<file path="src/hw/rtl/bfpa_pkg.sv">
// Package of the best-fit pool allocator: widths, codes, entry types.
// No dependencies.
package bfpa_pkg;

  localparam int ADDR_W     = 32;
  localparam int TL_W       = 64;
  localparam int DLY_W      = 8;
  localparam int FREED_W    = 7;
  localparam int CFG_IDX_W  = 2;
  localparam int CFG_DATA_W = 32;

  localparam logic [ADDR_W-1:0]  POOL_SIZE_RST    = 32'hFFFF_FFFF;
  localparam logic [DLY_W-1:0]   RETIRE_DELAY_RST = 8'd12;
  localparam logic [FREED_W-1:0] FREED_MAX        = 7'd127;

  typedef enum logic [1:0] {
    MODE_ALLOC   = 2'd0,
    MODE_DISCARD = 2'd1,
    MODE_ADVANCE = 2'd2,
    MODE_NOP     = 2'd3
  } mode_t;

  typedef enum logic [1:0] {
    STAT_OK      = 2'd0,
    STAT_NO_FIT  = 2'd1,
    STAT_FULL    = 2'd2,
    STAT_UNKNOWN = 2'd3
  } status_t;

  typedef logic [CFG_IDX_W-1:0] cfg_idx_t;
  localparam cfg_idx_t CFG_POOL_SIZE    = 2'd0;
  localparam cfg_idx_t CFG_RETIRE_DELAY = 2'd1;

  typedef struct packed {
    logic [ADDR_W-1:0] start;
    logic [ADDR_W-1:0] len;
    logic              free;
  } blk_t;

  typedef struct packed {
    logic [ADDR_W-1:0] offset;
    logic [TL_W-1:0]   tl;
  } pend_t;

  typedef struct packed {
    logic shift;
    logic kill;
  } ring_ctl_t;

  typedef enum logic [4:0] {
    FSM_FORMAT,
    FSM_IDLE,
    FSM_AL_SCAN,
    FSM_AL_DEC,
    FSM_AL_COMMIT,
    FSM_DC_FIND,
    FSM_DC_DEC,
    FSM_DC_PEND,
    FSM_DC_PDEC,
    FSM_DC_INS,
    FSM_AV_PICK,
    FSM_AV_PDEC,
    FSM_AV_CUR,
    FSM_AV_CDEC,
    FSM_AV_NBR,
    FSM_AV_MERGE,
    FSM_RESP
  } fsm_t;

endpackage

</file>
<file path="src/hw/rtl/bfpa_cell.sv">
// One cell of a rotating table: a valid bit and one entry.
// No dependencies.
module bfpa_cell #(
  parameter int W = 8
) (
  input  logic         clk,
  input  logic         rst_n,
  input  logic         shift,
  input  logic         kill,
  input  logic         prev_v,
  input  logic [W-1:0] prev_d,
  output logic         v_r,
  output logic [W-1:0] d_r
);

  always_ff @(posedge clk) begin
    if (!rst_n) begin
      v_r <= 1'b0;
    end else if (shift) begin
      v_r <= prev_v & ~kill;
    end
  end

  always_ff @(posedge clk) begin
    if (shift) begin
      d_r <= prev_d;
    end
  end

endmodule

</file>
<file path="src/hw/rtl/bfpa_ring.sv">
// Chain of table cells; the head is fed by the controller, the tail is shown.
// Depends on bfpa_pkg and bfpa_cell.
module bfpa_ring #(
  parameter int DEPTH = 64,
  parameter int W     = 8
) (
  input  logic                 clk,
  input  logic                 rst_n,
  input  bfpa_pkg::ring_ctl_t  ctl,
  input  logic                 head_v,
  input  logic [W-1:0]         head_d,
  output logic                 tail_v,
  output logic [W-1:0]         tail_d
);
  import bfpa_pkg::*;

  logic [DEPTH-1:0] v;
  logic [W-1:0]     d [DEPTH];

  for (genvar i = 0; i < DEPTH; i++) begin : g_cell
    if (i == 0) begin : g_head
      bfpa_cell #(.W(W)) u_cell (
        .clk(clk), .rst_n(rst_n), .shift(ctl.shift), .kill(1'b0),
        .prev_v(head_v), .prev_d(head_d), .v_r(v[i]), .d_r(d[i])
      );
    end else begin : g_body
      // drop everything in flight on a kill, the head entry survives
      bfpa_cell #(.W(W)) u_cell (
        .clk(clk), .rst_n(rst_n), .shift(ctl.shift), .kill(ctl.kill),
        .prev_v(v[i-1]), .prev_d(d[i-1]), .v_r(v[i]), .d_r(d[i])
      );
    end
  end

  assign tail_v = v[DEPTH-1];
  assign tail_d = d[DEPTH-1];

endmodule

</file>
<file path="config.mk">
export PLATFORM = sky130hd
export DESIGN_NAME = bfpa_ring
export DESIGN_NICKNAME = d
export VERILOG_FILES = /design/src/hw/rtl/bfpa_pkg.sv /design/src/hw/rtl/bfpa_cell.sv /design/src/hw/rtl/bfpa_ring.sv
export SDC_FILE = /design/constraint.sdc
export NUM_CORES = 1
export LEC_CHECK = 0
export BUFFER_PORTS_ARGS = -buffer_cell sky130_fd_sc_hd__buf_4
export CORE_UTILIZATION = 60
export CTS_BUF_LIST = sky130_fd_sc_hd__clkbuf_8
export DETAILED_ROUTE_END_ITERATION = 7
export PLACE_DENSITY = 0.76
export SYNTH_ARGS = -nofsm -noshare
export SYNTH_HDL_FRONTEND = slang
export SYNTH_SLANG_ARGS = --single-unit
</file>
<file path="constraint.sdc">
create_clock -name clk -period 2.2 [get_ports clk]
set_clock_uncertainty 0.05 [all_clocks]
set_input_delay 0.55 -clock clk [delete_from_list [all_inputs] [get_ports clk]]
set_output_delay 0.55 -clock clk [all_outputs]
set_load 0.05 [all_outputs]
</file>
==> results.md <==
* Initial antenna violation count at 0
* Total GRT Usage at between 10 and 15%
* Worst setup SP type: flop
* Async SR Flop Fraction at 0%
* Slew of the pin with the lowest slew margin at 1.33 ns
* Adder-cell share of the synthesized area at 0%
* Largest net degree at the start of global routing at 106
* Root Driver: clkbuf_8
* Starting Density at about three fifths
* Outcome: complete, no violations
* Crit end category: output pin
* Number of global-route vias before repair at around 6700
* DR WL/cell at roughly 16 um
* Final setup viols at 0
* Met2 Track Usage GR at approximately a fifth
* Synth Cell Area at 18000 um2
* Clock-pin slew on the worst setup and hold paths at 0.06 ns
* Net load switching power at ~4.2 mW
* Final TNS setup at 0 ns
* Crit-path cells: buf_4
* Count leader, synth: edfxtp_1
* RSZ-0062 raised after global routing: false
* # DRC at 0
* Fin crit share at ~80%
* WS Path Type: reg2out
* Switching share of power at ~20%
* Deepest clock path buffer count at 3
* Clock tree from TritonCTS: yes
* Logic pwr share at around 1.5%
* H-tree levels at 3
* Post-Synthesis Cells at between 700 and 800
* Hold buffers post-CTS at 0
* Rel. slew slack at a little under an eighth
* Mux cell area share after synthesis at 0.0557%
* DRT Pass-1 Iters at 5
* CTS Sinks at 576
* Vias per inst at around 5.2
* Final Hold Fails at 0
* Ranking of synthesized cells by area: edfxtp_1, dfxtp_1, a32o_1, nor2b_1, buf_4
* Setup repair bufs after CTS at 0
* Post-synth EDFFs at approximately 500
* # IOs at 22
* Max FO, Critical Path at 1
* Global-route wire length before repair at 34400 um
* Synthesized net count at 754
* Maximum vdd drop at about 0.64 mV
* YS warnings at 0
* Die width at roughly 180 um
* Cell Pwr Density at just over 1000 nW/um2
* Int Power at 16.7 mW
* Yosys cell types at 9
* Final Util at about two thirds
* Clock power share at a little under two fifths
* DRT antenna net count at 0
* Chip Height at roughly 180 um
* Die area at just over 30000 um2
* Max Slew Vio Count at 0
* P_leak at around 7 nW
* M1 GR Usage at a little over a fifth
* Vias at around 6700
* Post-Synth XOR/XNOR Area at 0%
* WP buf/inv at 1
* Avg Inst Size Synth at between 20 and 25 um2
* # rows at 63
* Clk Latency, worst-skew pair at 0.60 ns
* Initial DRC Count at between 400 and 500
* Area Growth Syn to Fin at 11.8%
* Delay-heaviest family, CP: flip-flops
* Hold WC Path Type: in2reg
* CTS Buf Count at 84
* Post-synthesis compound-gate area fraction at under 10%
* Sequential element share of the synthesized area at about 93%
* Post-synth top area cell: edfxtp_1
* Cts repair resizes at 0
* Post-route minimum period at about 1.8 ns
* R2r setup slk at between 1 and 1.5 ns
* Crit path required time at 1.60 ns
* CP max-delay cell: edfxtp_1
* Top FF cell, synth: edfxtp_1
* FF+latch count, synth at 576
* Simple-gate share of the synthesized area at 2.30%
* Critical path arrival at 1.16 ns
* Gr busiest metal: met1
* IO Port Bufs at 21
* Fmax at between 500 and 600 MHz
* N_diodes at 0
* Layout cell share with drive strength beyond 1 at roughly 15%
* Leading cell types by count after synthesis: edfxtp_1, dfxtp_1, nor2b_1
* Final HPWL DP at ~9400 um
* Synth top area share at 85.5%
* Routed WL at 20700 um
* MaxCap Viol Count at 0
* M3 GR Usage at about 3.8%
* Total gr overflow at 0
* Seq pwr share at between 60% and 70%
* GP Congestion at ~0.70
* Final #Nets at 836
* Slowest stage delay, CP at about 0.36 ns
* Largest family of logic cells by synthesized area: compound AO/OA/AOI/OAI gates
* Core footprint at roughly 30000 um2
[per-stage QoR]
| step | power [mW] | cells | hold slack (ns) | area, um2 | setup slack (ns) |
|---|---|---|---|---|---|
| after global routing | 21.7 | 1278 | 0.0299 | 20100 | 0.383 |
| after global placement | 13.2 | 1127 | 0.353 | 18500 | 0.256 |
| after floorplan | 13.0 | 741 | 0.350 | 18000 | 0.887 |
| final | 20.8 | 1278 | 0.0749 | 20100 | 0.442 |
| after detailed placement | 13.2 | 1127 | 0.355 | 18500 | 0.101 |
| after CTS | 21.1 | 1278 | 0.0246 | 20100 | 0.394 |
[flip-flops by register name, indices dropped and copies added, names as in the netlist]
signal                    count
g_cell.g_body.u_cell.d_r    504
g_cell.g_head.u_cell.v_r      1
g_cell.g_head.u_cell.d_r      8
g_cell.g_body.u_cell.v_r     63
[per-layer routing]
metal | up-vias | part of all wire [%]
li1 | 3134 | -
met1 | 3362 | 47
met2 | 132 | 47
met3 | 37 | 4.0
met4 | 0 | 2.0
met5 | - | 0
[final timing paths]
path,from,to,depth (start not counted)
max,g_cell[63].g_body.u_cell.d_r[0]$_DFFE_PP_,tail_d[0],1
min,head_d[1],g_cell[0].g_head.u_cell.d_r[1]$_DFFE_PP_,1
max reg2reg,g_cell[22].g_body.u_cell.v_r$_SDFFE_PN0P_,g_cell[22].g_body.u_cell.v_r$_SDFFE_PN0P_,2
min reg2reg,g_cell[52].g_body.u_cell.d_r[7]$_DFFE_PP_,g_cell[53].g_body.u_cell.d_r[7]$_DFFE_PP_,0
[logic make-up after synthesis]
kind of cell / after synthesis
flip-flops: 576
AND/OR/NAND/NOR: 65
AO/OA/AOI/OAI: 63
buffers and inverters: 36
multiplexers: 1
[cell usage in the layout (no fill, tap or decap)]
master	n
buf_12	5
dfxtp_1	64
nor2b_4	1
nor2b_1	64
buf_4	26
a32o_1	63
buf_8	1
clkinv_2	8
clkinv_1	20
inv_8	3
inv_12	1
bufinv_16	3
clkinv_8	2
inv_1	27
edfxtp_1	512
clkbuf_8	87
mux2i_1	1
[cell type report]
type / count / area (um2)
sequential: 576 / 16700
clock inverter: 64 / 389
timing repair buffer: 32 / 310
tap: 390 / 488
fill: 1706 / 9460
multi-input combinational: 129 / 1050
clock buffer: 87 / 1200
[worst reg2reg max path: cells and delay by family (launching register included)]
kind	cells	cell delay (ns)
AO/OA/AOI/OAI	1	0.25
flip-flops	1	0.32
AND/OR/NAND/NOR	1	0.15
[power by group through the flow]
stage | Sequential [mW] | Combinational (mW) | Clock [mW]
2_1_floorplan | 12.8 | 0.127 | 0
3_3_place_gp | 12.9 | 0.302 | 0
3_5_place_dp | 12.9 | 0.330 | 0
4_1_cts | 12.7 | 0.325 | 8.12
5_1_grt | 12.7 | 0.353 | 8.58
6_report | 12.7 | 0.323 | 7.82
Note: power is estimated with default switching activity, not from simulation.
